===== src/design/eads_pkg.sv =====
// Package for the enemy-aware disjoint-set engine.
// Holds the op and status codes, the controller states and the controller/datapath command types.
// It has no dependencies.
`default_nettype none
package eads_pkg;

	localparam int unsigned MaxPeopleDefault = 65536;
	localparam int unsigned CountW = 17;
	localparam int unsigned PersonW = 16;
	localparam int unsigned RankW = 5;
	localparam logic [RankW-1:0] RankMax = 5'd31;
	localparam logic [CountW-1:0] CountReset = 17'h10000;

	typedef enum logic [1:0] {
		OP_CLEAR   = 2'd0,
		OP_DECLARE = 2'd1,
		OP_ASK     = 2'd2,
		OP_UNUSED  = 2'd3
	} op_t;

	typedef enum logic [2:0] {
		STAT_DONE   = 3'd0,
		STAT_SAME   = 3'd1,
		STAT_DIFF   = 3'd2,
		STAT_UNSURE = 3'd3,
		STAT_BAD    = 3'd4
	} status_t;

	typedef enum logic [3:0] {
		S_IDLE,
		S_CLEAR,
		S_CHECK,
		S_WALK,
		S_COMP,
		S_LINK1,
		S_LINK2,
		S_LNEXT,
		S_REPLY
	} state_t;

	typedef enum logic [3:0] {
		DP_NOP,
		DP_CAPTURE,
		DP_CLEAR,
		DP_LOAD,
		DP_FOLLOW,
		DP_ROOT,
		DP_COMPRESS,
		DP_LINK1,
		DP_LINK2
	} dp_op_t;

	typedef enum logic [1:0] {
		NODE_A,
		NODE_B,
		NODE_AC,
		NODE_BC
	} node_sel_t;

	typedef struct packed {
		dp_op_t    op;
		node_sel_t node;
		logic      save_ry;
	} dp_cmd_t;

	typedef struct packed {
		logic walk_root;
		logic comp_done;
		logic roots_eq;
		logic clr_last;
		logic bad;
	} dp_stat_t;

endpackage
`default_nettype wire


===== src/design/eads_ctrl.sv =====
// Controller state machine of the enemy-aware disjoint-set engine.
// Depends on eads_pkg; steers eads_dp through command and status structs.
`default_nettype none
module eads_ctrl (
	input  wire logic                 clk,
	input  wire logic                 arst_n,
	input  wire logic                 start,
	input  wire logic [1:0]           op,
	output logic                      busy,
	output logic                      done,
	output logic [2:0]                status,
	output eads_pkg::dp_cmd_t         cmd,
	input  wire eads_pkg::dp_stat_t   stat
);
	eads_pkg::state_t state_q, state_d;
	eads_pkg::op_t op_q, op_d;
	eads_pkg::status_t status_q, status_d;
	logic [1:0] phase_q, phase_d;
	logic reply_q, reply_d;
	logic load_next;

	// Node walked in each phase: declare a, b+n, a+n, b; ask a, b, b+n.
	function automatic eads_pkg::node_sel_t node_of(eads_pkg::op_t o, logic [1:0] ph);
		eads_pkg::node_sel_t n;
		n = eads_pkg::NODE_A;
		if (o == eads_pkg::OP_DECLARE) begin
			case (ph)
				2'd0: n = eads_pkg::NODE_A;
				2'd1: n = eads_pkg::NODE_BC;
				2'd2: n = eads_pkg::NODE_AC;
				default: n = eads_pkg::NODE_B;
			endcase
		end else begin
			case (ph)
				2'd0: n = eads_pkg::NODE_A;
				2'd1: n = eads_pkg::NODE_B;
				default: n = eads_pkg::NODE_BC;
			endcase
		end
		return n;
	endfunction

	// Next state and sequencing registers.
	always_comb begin
		state_d = state_q;
		op_d = op_q;
		status_d = status_q;
		phase_d = phase_q;
		reply_d = reply_q;
		load_next = 1'b0;
		case (state_q)
			eads_pkg::S_IDLE: begin
				if (start) begin
					op_d = eads_pkg::op_t'(op);
					status_d = eads_pkg::STAT_DONE;
					case (eads_pkg::op_t'(op))
						eads_pkg::OP_CLEAR: begin
							reply_d = 1'b1;
							state_d = eads_pkg::S_CLEAR;
						end
						eads_pkg::OP_DECLARE, eads_pkg::OP_ASK: state_d = eads_pkg::S_CHECK;
						default: state_d = eads_pkg::S_REPLY;
					endcase
				end
			end
			eads_pkg::S_CLEAR: begin
				if (stat.clr_last) begin
					state_d = reply_q ? eads_pkg::S_REPLY : eads_pkg::S_IDLE;
				end
			end
			eads_pkg::S_CHECK: begin
				if (stat.bad) begin
					status_d = eads_pkg::STAT_BAD;
					state_d = eads_pkg::S_REPLY;
				end else begin
					phase_d = 2'd0;
					load_next = 1'b1;
					state_d = eads_pkg::S_WALK;
				end
			end
			eads_pkg::S_WALK: begin
				if (stat.walk_root) begin
					state_d = eads_pkg::S_COMP;
				end
			end
			eads_pkg::S_COMP: begin
				if (stat.comp_done) begin
					if (op_q == eads_pkg::OP_DECLARE) begin
						if (!phase_q[0]) begin
							phase_d = phase_q + 2'd1;
							load_next = 1'b1;
							state_d = eads_pkg::S_WALK;
						end else if (!stat.roots_eq) begin
							state_d = eads_pkg::S_LINK1;
						end else if (phase_q == 2'd1) begin
							phase_d = 2'd2;
							load_next = 1'b1;
							state_d = eads_pkg::S_WALK;
						end else begin
							state_d = eads_pkg::S_REPLY;
						end
					end else begin
						if (phase_q == 2'd0) begin
							phase_d = 2'd1;
							load_next = 1'b1;
							state_d = eads_pkg::S_WALK;
						end else if (phase_q == 2'd1) begin
							if (stat.roots_eq) begin
								status_d = eads_pkg::STAT_SAME;
								state_d = eads_pkg::S_REPLY;
							end else begin
								phase_d = 2'd2;
								load_next = 1'b1;
								state_d = eads_pkg::S_WALK;
							end
						end else begin
							status_d = stat.roots_eq ? eads_pkg::STAT_DIFF
								: eads_pkg::STAT_UNSURE;
							state_d = eads_pkg::S_REPLY;
						end
					end
				end
			end
			eads_pkg::S_LINK1: state_d = eads_pkg::S_LINK2;
			eads_pkg::S_LINK2: state_d = eads_pkg::S_LNEXT;
			eads_pkg::S_LNEXT: begin
				if (phase_q == 2'd1) begin
					phase_d = 2'd2;
					load_next = 1'b1;
					state_d = eads_pkg::S_WALK;
				end else begin
					state_d = eads_pkg::S_REPLY;
				end
			end
			eads_pkg::S_REPLY: begin
				reply_d = 1'b0;
				state_d = eads_pkg::S_IDLE;
			end
			default: state_d = eads_pkg::S_IDLE;
		endcase
	end

	// Outputs and datapath commands.
	always_comb begin
		busy = (state_q != eads_pkg::S_IDLE);
		done = (state_q == eads_pkg::S_REPLY);
		status = status_q;
		cmd.op = eads_pkg::DP_NOP;
		cmd.node = node_of(op_q, phase_q);
		cmd.save_ry = phase_q[0] || (op_q == eads_pkg::OP_ASK && phase_q != 2'd0);
		case (state_q)
			eads_pkg::S_IDLE: if (start) cmd.op = eads_pkg::DP_CAPTURE;
			eads_pkg::S_CLEAR: cmd.op = eads_pkg::DP_CLEAR;
			eads_pkg::S_WALK: cmd.op = stat.walk_root ? eads_pkg::DP_ROOT : eads_pkg::DP_FOLLOW;
			eads_pkg::S_COMP: if (!stat.comp_done) cmd.op = eads_pkg::DP_COMPRESS;
			eads_pkg::S_LINK1: cmd.op = eads_pkg::DP_LINK1;
			eads_pkg::S_LINK2: cmd.op = eads_pkg::DP_LINK2;
			default: ;
		endcase
		if (load_next) begin
			cmd.op = eads_pkg::DP_LOAD;
			cmd.node = node_of(op_q, phase_d);
		end
	end

	always_ff @(posedge clk or negedge arst_n) begin
		if (!arst_n) begin
			state_q <= eads_pkg::S_CLEAR;
			op_q <= eads_pkg::OP_CLEAR;
			status_q <= eads_pkg::STAT_DONE;
			phase_q <= 2'd0;
			reply_q <= 1'b0;
		end else begin
			state_q <= state_d;
			op_q <= op_d;
			status_q <= status_d;
			phase_q <= phase_d;
			reply_q <= reply_d;
		end
	end

endmodule
`default_nettype wire


===== config.mk =====
export PLATFORM = sky130hd
export DESIGN_NAME = eads_ctrl
export DESIGN_NICKNAME = d
export VERILOG_FILES = /design/src/design/eads_pkg.sv /design/src/design/eads_ctrl.sv
export SDC_FILE = /design/constraint.sdc
export NUM_CORES = 1
export LEC_CHECK = 0
export BUFFER_PORTS_ARGS = -buffer_cell sky130_fd_sc_hd__buf_2
export CAP_MARGIN = 20
export CORE_UTILIZATION = 50
export DETAILED_ROUTE_END_ITERATION = 10
export PLACE_DENSITY = 0.74
export SYNTH_ARGS = -nofsm -noshare
export SYNTH_HDL_FRONTEND = slang
export SYNTH_SLANG_ARGS = --single-unit

===== constraint.sdc =====
create_clock -name clk -period 7.2 [get_ports clk]
set_input_delay 1.44 -clock clk [delete_from_list [all_inputs] [get_ports clk]]
set_output_delay 1.44 -clock clk [all_outputs]
set_load 0.01 [all_outputs]

==> results of run 1 <==
[where the power goes]
| group | switching [W] | total (W) | internal (W) |
|---|---|---|---|
| clock network | 0.0000281 | 0.0000590 | 0.0000309 |
| registers | 0.0000498 | 0.000143 | 0.0000928 |
| logic | 0.000177 | 0.000310 | 0.000132 |
| total | 0.000255 | 0.000511 | 0.000256 |
[critical path, stage by stage]
cell and delay (ns):
sky130_fd_sc_hd__buf_2 0.13, sky130_fd_sc_hd__nor3_2 0.15, sky130_fd_sc_hd__o21ai_1 0.10, sky130_fd_sc_hd__a21o_1 0.22, sky130_fd_sc_hd__a21o_1 0.17, sky130_fd_sc_hd__a22o_1 0.24, sky130_fd_sc_hd__ha_1 0.21, sky130_fd_sc_hd__nor3_1 0.19
sky130_fd_sc_hd__a21oi_1 0.06, sky130_fd_sc_hd__mux2_4 0.27, sky130_fd_sc_hd__buf_2 0.14
[layer usage]
layer,global-route usage [%],wire [um]
met1,35.13,1396
met5,0,0
met3,7.310,259
met2,38.53,1334
met4,8.559,31
[cell type report]
| class | instances | area (sq um) |
|---|---|---|
| flip-flops and latches | 12 | 301.5 |
| clock buffers | 4 | 36.28 |
| repair buffers | 21 | 105.1 |
| inverters | 9 | 33.78 |
| well taps | 28 | 35.03 |
| multi-input cells | 127 | 845.8 |
| fillers | 206 | 918.4 |
[sequential cells by signal, indices dropped and copies added, names as in the netlist]
register,count
reply_q,1
state_q,4
status,3
op_q,2
phase_q,2
[per-stage QoR]
| step | utilization (%) | area, sq um | hold WS, ns |
|---|---|---|---|
| 3_3_place_gp | 58.05 | 1321 | 0.4570 |
| 5_1_grt | 59.65 | 1358 | 0.5137 |
| 2_1_floorplan | - | 1239 | 0.4632 |
| 6_report | 59.65 | 1358 | 0.4854 |
| 4_1_cts | 59.65 | 1358 | 0.4967 |
| 3_5_place_dp | 58.05 | 1321 | 0.4775 |
[synthesized netlist by cell type (4+ instances only)]
cell type,number,share of area [%]
sky130_fd_sc_hd__dfrtp_1,11,22
sky130_fd_sc_hd__ha_1,11,11
sky130_fd_sc_hd__nor2_1,10,3.0
sky130_fd_sc_hd__o21ai_0,12,4.8
sky130_fd_sc_hd__o31ai_1,6,3.6
sky130_fd_sc_hd__inv_1,9,2.7
sky130_fd_sc_hd__nand2_1,22,6.7
sky130_fd_sc_hd__nor2b_1,4,2.0
sky130_fd_sc_hd__buf_2,4,1.6
sky130_fd_sc_hd__nor3_1,6,2.4
sky130_fd_sc_hd__a21oi_1,10,4.0
[cells by family (layout without fill, tap and decap cells)]
group,after synthesis,count (layout),synth area share [%]
simple gates,60,60,25.36
compound gates,51,51,27.27
buf+inv,17,34,7.373
flops,12,12,24.34
fa+ha+maj,11,11,11.11
mux,5,5,4.545
[placed cells by master (no fill, tap or decap), types with 2 or more instances in the layout]
cell type,synthesis,final
sky130_fd_sc_hd__a21o_1,2,2
sky130_fd_sc_hd__a21oi_1,10,10
sky130_fd_sc_hd__a22oi_1,2,2
sky130_fd_sc_hd__and2_1,3,3
sky130_fd_sc_hd__buf_2,4,21
sky130_fd_sc_hd__clkbuf_4,0,3
sky130_fd_sc_hd__dfrtp_1,11,11
sky130_fd_sc_hd__ha_1,11,11
sky130_fd_sc_hd__inv_1,9,9
sky130_fd_sc_hd__mux2i_1,3,3
sky130_fd_sc_hd__nand2_1,22,22
sky130_fd_sc_hd__nand2b_1,2,2
sky130_fd_sc_hd__nand3_1,3,3
sky130_fd_sc_hd__nor2_1,10,10
sky130_fd_sc_hd__nor2b_1,4,4
sky130_fd_sc_hd__nor3_1,6,6
sky130_fd_sc_hd__nor3_2,2,2
sky130_fd_sc_hd__o211ai_1,2,2
sky130_fd_sc_hd__o21ai_0,12,12
sky130_fd_sc_hd__o21ai_1,3,3
sky130_fd_sc_hd__o31ai_1,6,6
[final timing paths]
| check | startpoint | slack (ns) | depth (start not counted) | endpoint |
|---|---|---|---|---|
| min | status[0] | 0.49 | 2 | status[0] |
| max in group asynchronous | arst_n | 5.91 | 1 | state_q[0] |
| max | stat[0] | 2.45 | 11 | cmd[1] |
| max reg2reg | phase_q[1] | 5.31 | 7 | state_q[1] |
| min reg2reg | status[0] | 0.49 | 2 | status[0] |
| min in group asynchronous | arst_n | 1.01 | 1 | state_q[1] |
==> run_summary.xml, run 1 <==
<?xml version="1.0" encoding="UTF-8"?>
<metrics>
  <group name="setup_path">
    <metric name="critical_path.startpoint_type" unit="">primary input</metric>
    <metric name="critical_path_class" unit="">in -&gt; out</metric>
    <metric name="crit_path_max_fanout" unit="">4</metric>
    <metric name="critical_path_arrival" unit="ns">3.31</metric>
    <metric name="worst-endpoint-required" unit="ns">5.76</metric>
    <metric name="setup.worst_path.end_class" unit="">output port</metric>
  </group>
  <group name="global_route">
    <metric name="grt_antenna_before_repair" unit="">0</metric>
    <metric name="total_congestion_overflow" unit="">0</metric>
    <metric name="grt_pass1_vias" unit="">1080</metric>
    <metric name="pin_count_of_the_biggest_net_entering_global_routing" unit="">21</metric>
    <metric name="gr_usage_total" unit="%">25.71</metric>
    <metric name="grt_first_pass_wirelength" unit="mm">4.961</metric>
  </group>
  <group name="synth">
    <metric name="ys_types" unit="">47</metric>
    <metric name="netlist_area" unit="sq mm">0.001239</metric>
    <metric name="postSynth.topFlopCell" unit="">sky130_fd_sc_hd__dfrtp_1</metric>
    <metric name="synth.avg_cell_area" unit="sq um">7.940</metric>
    <metric name="syn-instance-count" unit="">156</metric>
    <metric name="number_of_flops_mapped_to_enable_cells_by_yosys" unit="">0</metric>
    <metric name="synth-async-reset-ratio" unit="%">100.0</metric>
    <metric name="seq_cells_post_synth" unit="">12</metric>
    <metric name="ys_seq_area_share" unit="%">24.34</metric>
    <metric name="mappedNetlistNets" unit="">177</metric>
    <metric name="yosys_warnings" unit="">0</metric>
  </group>
  <group name="routing">
    <metric name="number_of_remaining_drc_errors" unit="">0</metric>
    <metric name="drtAntennaViolNets" unit="">0</metric>
    <metric name="drt-pass1-iter-count" unit="">4</metric>
    <metric name="wl_per_cell" unit="um">15.03</metric>
    <metric name="route.final.wire_length" unit="mm">3.022</metric>
    <metric name="num_vias" unit="">1215</metric>
    <metric name="detail_route.vias_per_cell" unit="">6.045</metric>
    <metric name="initialDrtViolationCount" unit="">64</metric>
  </group>
  <group name="timing">
    <metric name="achievable_frequency" unit="MHz">210.5</metric>
    <metric name="final.setup.tns" unit="ns">0</metric>
    <metric name="final_max_slew_viol_count" unit="">0</metric>
    <metric name="tightest_slew" unit="ns">0.6273</metric>
    <metric name="postLayoutSetupSlackWorst" unit="ns">2.449</metric>
    <metric name="clock_skew" unit="ns">0.01078</metric>
    <metric name="slew_headroom" unit="%">58.18</metric>
    <metric name="final-hold-violation-count" unit="">0</metric>
    <metric name="setup_repair_after_global_routing_missed_its_margin" unit="">no</metric>
    <metric name="period_needed" unit="ns">4.751</metric>
    <metric name="min_period_over_period" unit="%">65.99</metric>
    <metric name="setup-violations-final" unit="">0</metric>
  </group>
  <group name="place">
    <metric name="io_buffers" unit="">21</metric>
    <metric name="placed_cell_count" unit="">197</metric>
    <metric name="preCtsSetupSlack" unit="ns">2.470</metric>
    <metric name="hpwl" unit="mm">2.280</metric>
    <metric name="gp_congestion" unit="">0.9421</metric>
  </group>
  <group name="clock_network">
    <metric name="cts_made_buffers" unit="">3</metric>
    <metric name="clock_path_buffers" unit="">2</metric>
    <metric name="cts_hold_repair.buffers" unit="">0</metric>
    <metric name="clkSlewWorstSetupHoldPaths" unit="ns">0.08</metric>
    <metric name="tritoncts" unit="">built</metric>
    <metric name="cts_root_buf" unit="">sky130_fd_sc_hd__clkbuf_4</metric>
    <metric name="clk_latency_worst_skew_pair" unit="ns">0.30</metric>
    <metric name="cts.htree.levels" unit="">1</metric>
    <metric name="post_cts.resized_instances" unit="">0</metric>
    <metric name="post_cts_setup_repair_bufs" unit="">0</metric>
    <metric name="cts.sink_count" unit="">12</metric>
  </group>
  <group name="floorplanning">
    <metric name="design.portCount" unit="">22</metric>
    <metric name="die_area" unit="sq mm">0.002681</metric>
    <metric name="die-height" unit="um">51.78</metric>
    <metric name="dieWidth" unit="um">51.78</metric>
    <metric name="effective_utilization_at_floorplan" unit="%">54.43</metric>
    <metric name="core_region_area" unit="sq mm">0.002276</metric>
    <metric name="floorplan.rows" unit="">17</metric>
  </group>
  <group name="power_and_ir_drop">
    <metric name="pwr_density_cell" unit="mW/mm^2">376.5</metric>
    <metric name="post-layout-total-power" unit="W">0.0005112</metric>
    <metric name="total_leakage_power" unit="nW">0.6333</metric>
    <metric name="ir_drop" unit="mV">0.2451</metric>
  </group>
  <group name="final_layout">
    <metric name="layout.nets" unit="">195</metric>
    <metric name="stdcell_count" unit="">201</metric>
    <metric name="area_delta_synth_final" unit="%">9.596</metric>
    <metric name="num_antenna_cells" unit="">0</metric>
    <metric name="fraction_of_layout_instances_using_a_drive_strength_above_1" unit="%">20.81</metric>
  </group>
  <group name="job">
    <metric name="drv.max_cap_violation_count" unit="">0</metric>
  </group>
  <group name="hold_path">
    <metric name="hp-class" unit="">reg -&gt; reg</metric>
  </group>
  <group name="outcome">
    <metric name="status" unit="">complete, no violations</metric>
  </group>
</metrics>
Note: power is estimated with default switching activity, not from simulation.
==> run 2, diff against run 1 <==
--- a/config.mk
+++ b/config.mk
@@ -9,7 +9,7 @@
 export CAP_MARGIN = 20
 export CORE_UTILIZATION = 50
 export DETAILED_ROUTE_END_ITERATION = 10
-export PLACE_DENSITY = 0.74
+export PLACE_DENSITY = 0.76
 export SYNTH_ARGS = -nofsm -noshare
 export SYNTH_HDL_FRONTEND = slang
 export SYNTH_SLANG_ARGS = --single-unit
==> constraint.sdc (replaced) <==
create_clock -name clk -period 4.2 [get_ports clk]
set_input_delay 0.84 -clock clk [delete_from_list [all_inputs] [get_ports clk]]
set_output_delay 0.84 -clock clk [all_outputs]
set_load 0.01 [all_outputs]
==> run_summary.xml, run 2 (synthesis gave the netlist of run 1 again) <==
<?xml version="1.0" encoding="UTF-8"?>
<metrics>
  <group name="final_layout">
    <metric name="multi_input_comb_area" unit="sq um">845.8</metric>
    <metric name="most-common-layout-cells" unit="">22 x sky130_fd_sc_hd__nand2_1, 21 x sky130_fd_sc_hd__buf_2, 12 x sky130_fd_sc_hd__o21ai_0, 11 x sky130_fd_sc_hd__ha_1, 11 x sky130_fd_sc_hd__dfrtp_1</metric>
    <metric name="layout.filler_cells" unit="">224</metric>
    <metric name="fraction_of_layout_instances_using_a_drive_strength_above_1" unit="%">21.26</metric>
    <metric name="final_common_cell" unit="">sky130_fd_sc_hd__nand2_1</metric>
    <metric name="stdcell_count" unit="">202</metric>
    <metric name="area_delta_synth_final" unit="%">10.20</metric>
    <metric name="layout.nets" unit="">196</metric>
    <metric name="largest_reg_flops" unit="">4</metric>
    <metric name="num_antenna_cells" unit="">0</metric>
    <metric name="registers.top_by_ff_count" unit="">state_q</metric>
    <metric name="finalCoreUtilization" unit="%">59.98</metric>
    <metric name="regArea" unit="sq um">301.5</metric>
  </group>
  <group name="routing">
    <metric name="detail_route.vias_per_cell" unit="">6.163</metric>
    <metric name="initialDrtViolationCount" unit="">45</metric>
    <metric name="route.final.wire_length" unit="mm">3.062</metric>
    <metric name="wl_per_cell" unit="um">15.16</metric>
    <metric name="drtAntennaViolNets" unit="">0</metric>
    <metric name="number_of_remaining_drc_errors" unit="">0</metric>
    <metric name="num_vias" unit="">1245</metric>
    <metric name="drt-pass1-iter-count" unit="">4</metric>
  </group>
  <group name="power_and_ir_drop">
    <metric name="swShare" unit="%">49.70</metric>
    <metric name="switching_power" unit="W">0.0004375</metric>
    <metric name="pwr_density_cell" unit="mW/mm^2">644.7</metric>
    <metric name="ir_drop" unit="mV">0.4056</metric>
    <metric name="clock_power_share" unit="%">11.0</metric>
    <metric name="seq_power_share" unit="%">27.0</metric>
    <metric name="power.share.combinational" unit="%">62.0</metric>
    <metric name="internal_power" unit="W">0.0004427</metric>
    <metric name="post-layout-total-power" unit="W">0.0008801</metric>
    <metric name="total_leakage_power" unit="nW">0.6384</metric>
  </group>
  <group name="global_route">
    <metric name="grt_antenna_before_repair" unit="">0</metric>
    <metric name="gr_usage_total" unit="%">24.25</metric>
    <metric name="pin_count_of_the_biggest_net_entering_global_routing" unit="">21</metric>
    <metric name="total_congestion_overflow" unit="">0</metric>
    <metric name="grt_pass1_vias" unit="">1073</metric>
    <metric name="grt_first_pass_wirelength" unit="mm">4.878</metric>
  </group>
  <group name="clock_network">
    <metric name="cts.sink_count" unit="">12</metric>
    <metric name="tritoncts" unit="">built</metric>
    <metric name="cts_hold_repair.buffers" unit="">0</metric>
    <metric name="cts_made_buffers" unit="">3</metric>
    <metric name="clkSlewWorstSetupHoldPaths" unit="ns">0.09</metric>
    <metric name="cts_root_buf" unit="">sky130_fd_sc_hd__clkbuf_4</metric>
    <metric name="clk_latency_worst_skew_pair" unit="ns">0.28</metric>
    <metric name="post_cts.resized_instances" unit="">0</metric>
    <metric name="cts.htree.levels" unit="">1</metric>
    <metric name="post_cts_setup_repair_bufs" unit="">0</metric>
    <metric name="clock_path_buffers" unit="">2</metric>
  </group>
  <group name="floorplanning">
    <metric name="design.portCount" unit="">22</metric>
    <metric name="die-height" unit="um">51.78</metric>
    <metric name="die_area" unit="sq mm">0.002681</metric>
    <metric name="floorplan.rows" unit="">17</metric>
    <metric name="effective_utilization_at_floorplan" unit="%">54.43</metric>
    <metric name="dieWidth" unit="um">51.78</metric>
    <metric name="core_region_area" unit="sq mm">0.002276</metric>
  </group>
  <group name="setup_path">
    <metric name="critical_path.startpoint_type" unit="">flop</metric>
    <metric name="cp_launch_point" unit="">state_q[2]</metric>
    <metric name="critical_path_cell_by_cell" unit="">and2_4, o21ai_1, a21o_1, a21o_1, a22o_1, ha_1, nor3_1, a21oi_1, mux2_4, buf_2</metric>
    <metric name="setup.worst_path.end_class" unit="">output port</metric>
    <metric name="worstPathBufferInverterCount" unit="">1</metric>
    <metric name="origin_of_the_critical_flop_to_flop_path" unit="">phase_q[1]</metric>
    <metric name="crit_path_max_fanout" unit="">20</metric>
    <metric name="cpMaxStageDelayCell" unit="">sky130_fd_sc_hd__dfrtp_1</metric>
    <metric name="worst-endpoint-required" unit="ns">3.36</metric>
    <metric name="timing.critical_path.slowest_cell_delay" unit="ns">0.75</metric>
    <metric name="critical-path-top-delay-family" unit="">flip-flops</metric>
    <metric name="critical_path_arrival" unit="ns">2.87</metric>
    <metric name="critPathMostFrequentCell" unit="">sky130_fd_sc_hd__a21o_1</metric>
    <metric name="critical_path_class" unit="">reg -&gt; out</metric>
  </group>
  <group name="timing">
    <metric name="period_needed" unit="ns">3.714</metric>
    <metric name="setup_repair_after_global_routing_missed_its_margin" unit="">no</metric>
    <metric name="slew_headroom" unit="%">58.40</metric>
    <metric name="final.setup.tns" unit="ns">0</metric>
    <metric name="fin_worst_hold_slack" unit="ns">0.4257</metric>
    <metric name="final-hold-violation-count" unit="">0</metric>
    <metric name="min_period_over_period" unit="%">88.44</metric>
    <metric name="clock_skew" unit="ns">0.003395</metric>
    <metric name="tightest_slew" unit="ns">0.6240</metric>
    <metric name="setup-violations-final" unit="">0</metric>
    <metric name="final_max_slew_viol_count" unit="">0</metric>
    <metric name="achievable_frequency" unit="MHz">269.2</metric>
  </group>
  <group name="hold_path">
    <metric name="hp-class" unit="">in -&gt; async</metric>
  </group>
  <group name="job">
    <metric name="drv.max_cap_violation_count" unit="">0</metric>
  </group>
  <group name="place">
    <metric name="gp_congestion" unit="">0.9674</metric>
    <metric name="io_buffers" unit="">21</metric>
    <metric name="placed_cell_count" unit="">198</metric>
    <metric name="hpwl" unit="mm">2.331</metric>
  </group>
  <group name="outcome">
    <metric name="status" unit="">complete, no violations</metric>
  </group>
</metrics>
## run 2: worst paths after layout
path,slack [ns],end,cells after the start
setup reg to reg,2.33,state_q[1],7
hold / removal,0.43,status[2],1
setup / recovery,0.49,cmd[1],10
hold reg to reg,0.48,status[1],2
max in group asynchronous,3.50,state_q[0],1
min in group clk,0.48,status[1],2
## run 2: final cells by class
class                      count  area share, %
inverter                       9          2.475
sequential                    12          22.09
clock buffer                   4          2.658
multi-input combinational    127          61.96
timing repair buffer          22          8.249
tap                           28          2.566
## run 2: worst reg2reg max path: cells and delay by family, from the launching register on
| kind | cells | cell delay (ns) |
|---|---|---|
| fa+ha+maj | 1 | 0.30 |
| compound gates | 4 | 0.72 |
| simple gates | 1 | 0.21 |
| flops | 1 | 0.40 |
| buf+inv | 1 | 0.10 |
## run 2: power by group through the flow
stage                     logic (W)  registers, W  clock network, W
final                      0.000546      0.000237         0.0000968
after global routing       0.000609      0.000244          0.000102
after CTS                  0.000542      0.000233         0.0000990
after detailed placement   0.000538      0.000236                 0
after global placement     0.000522      0.000235                 0
after floorplan            0.000443      0.000196                 0
## run 2: per-stage QoR
stage                     setup WS, ns  instance area (sq um)
after floorplan                  1.062                   1239
after global placement          0.7358                   1329
after detailed placement        0.6915                   1329
after CTS                       0.5250                   1365
after global routing            0.3419                   1365
final                           0.4855                   1365
## run 2: per-layer routing
layer	track usage, %	part of all wire (%)
met5	0	0
met4	5.405	0.62
met3	2.632	5.9
met2	41.13	47
met1	32.80	46
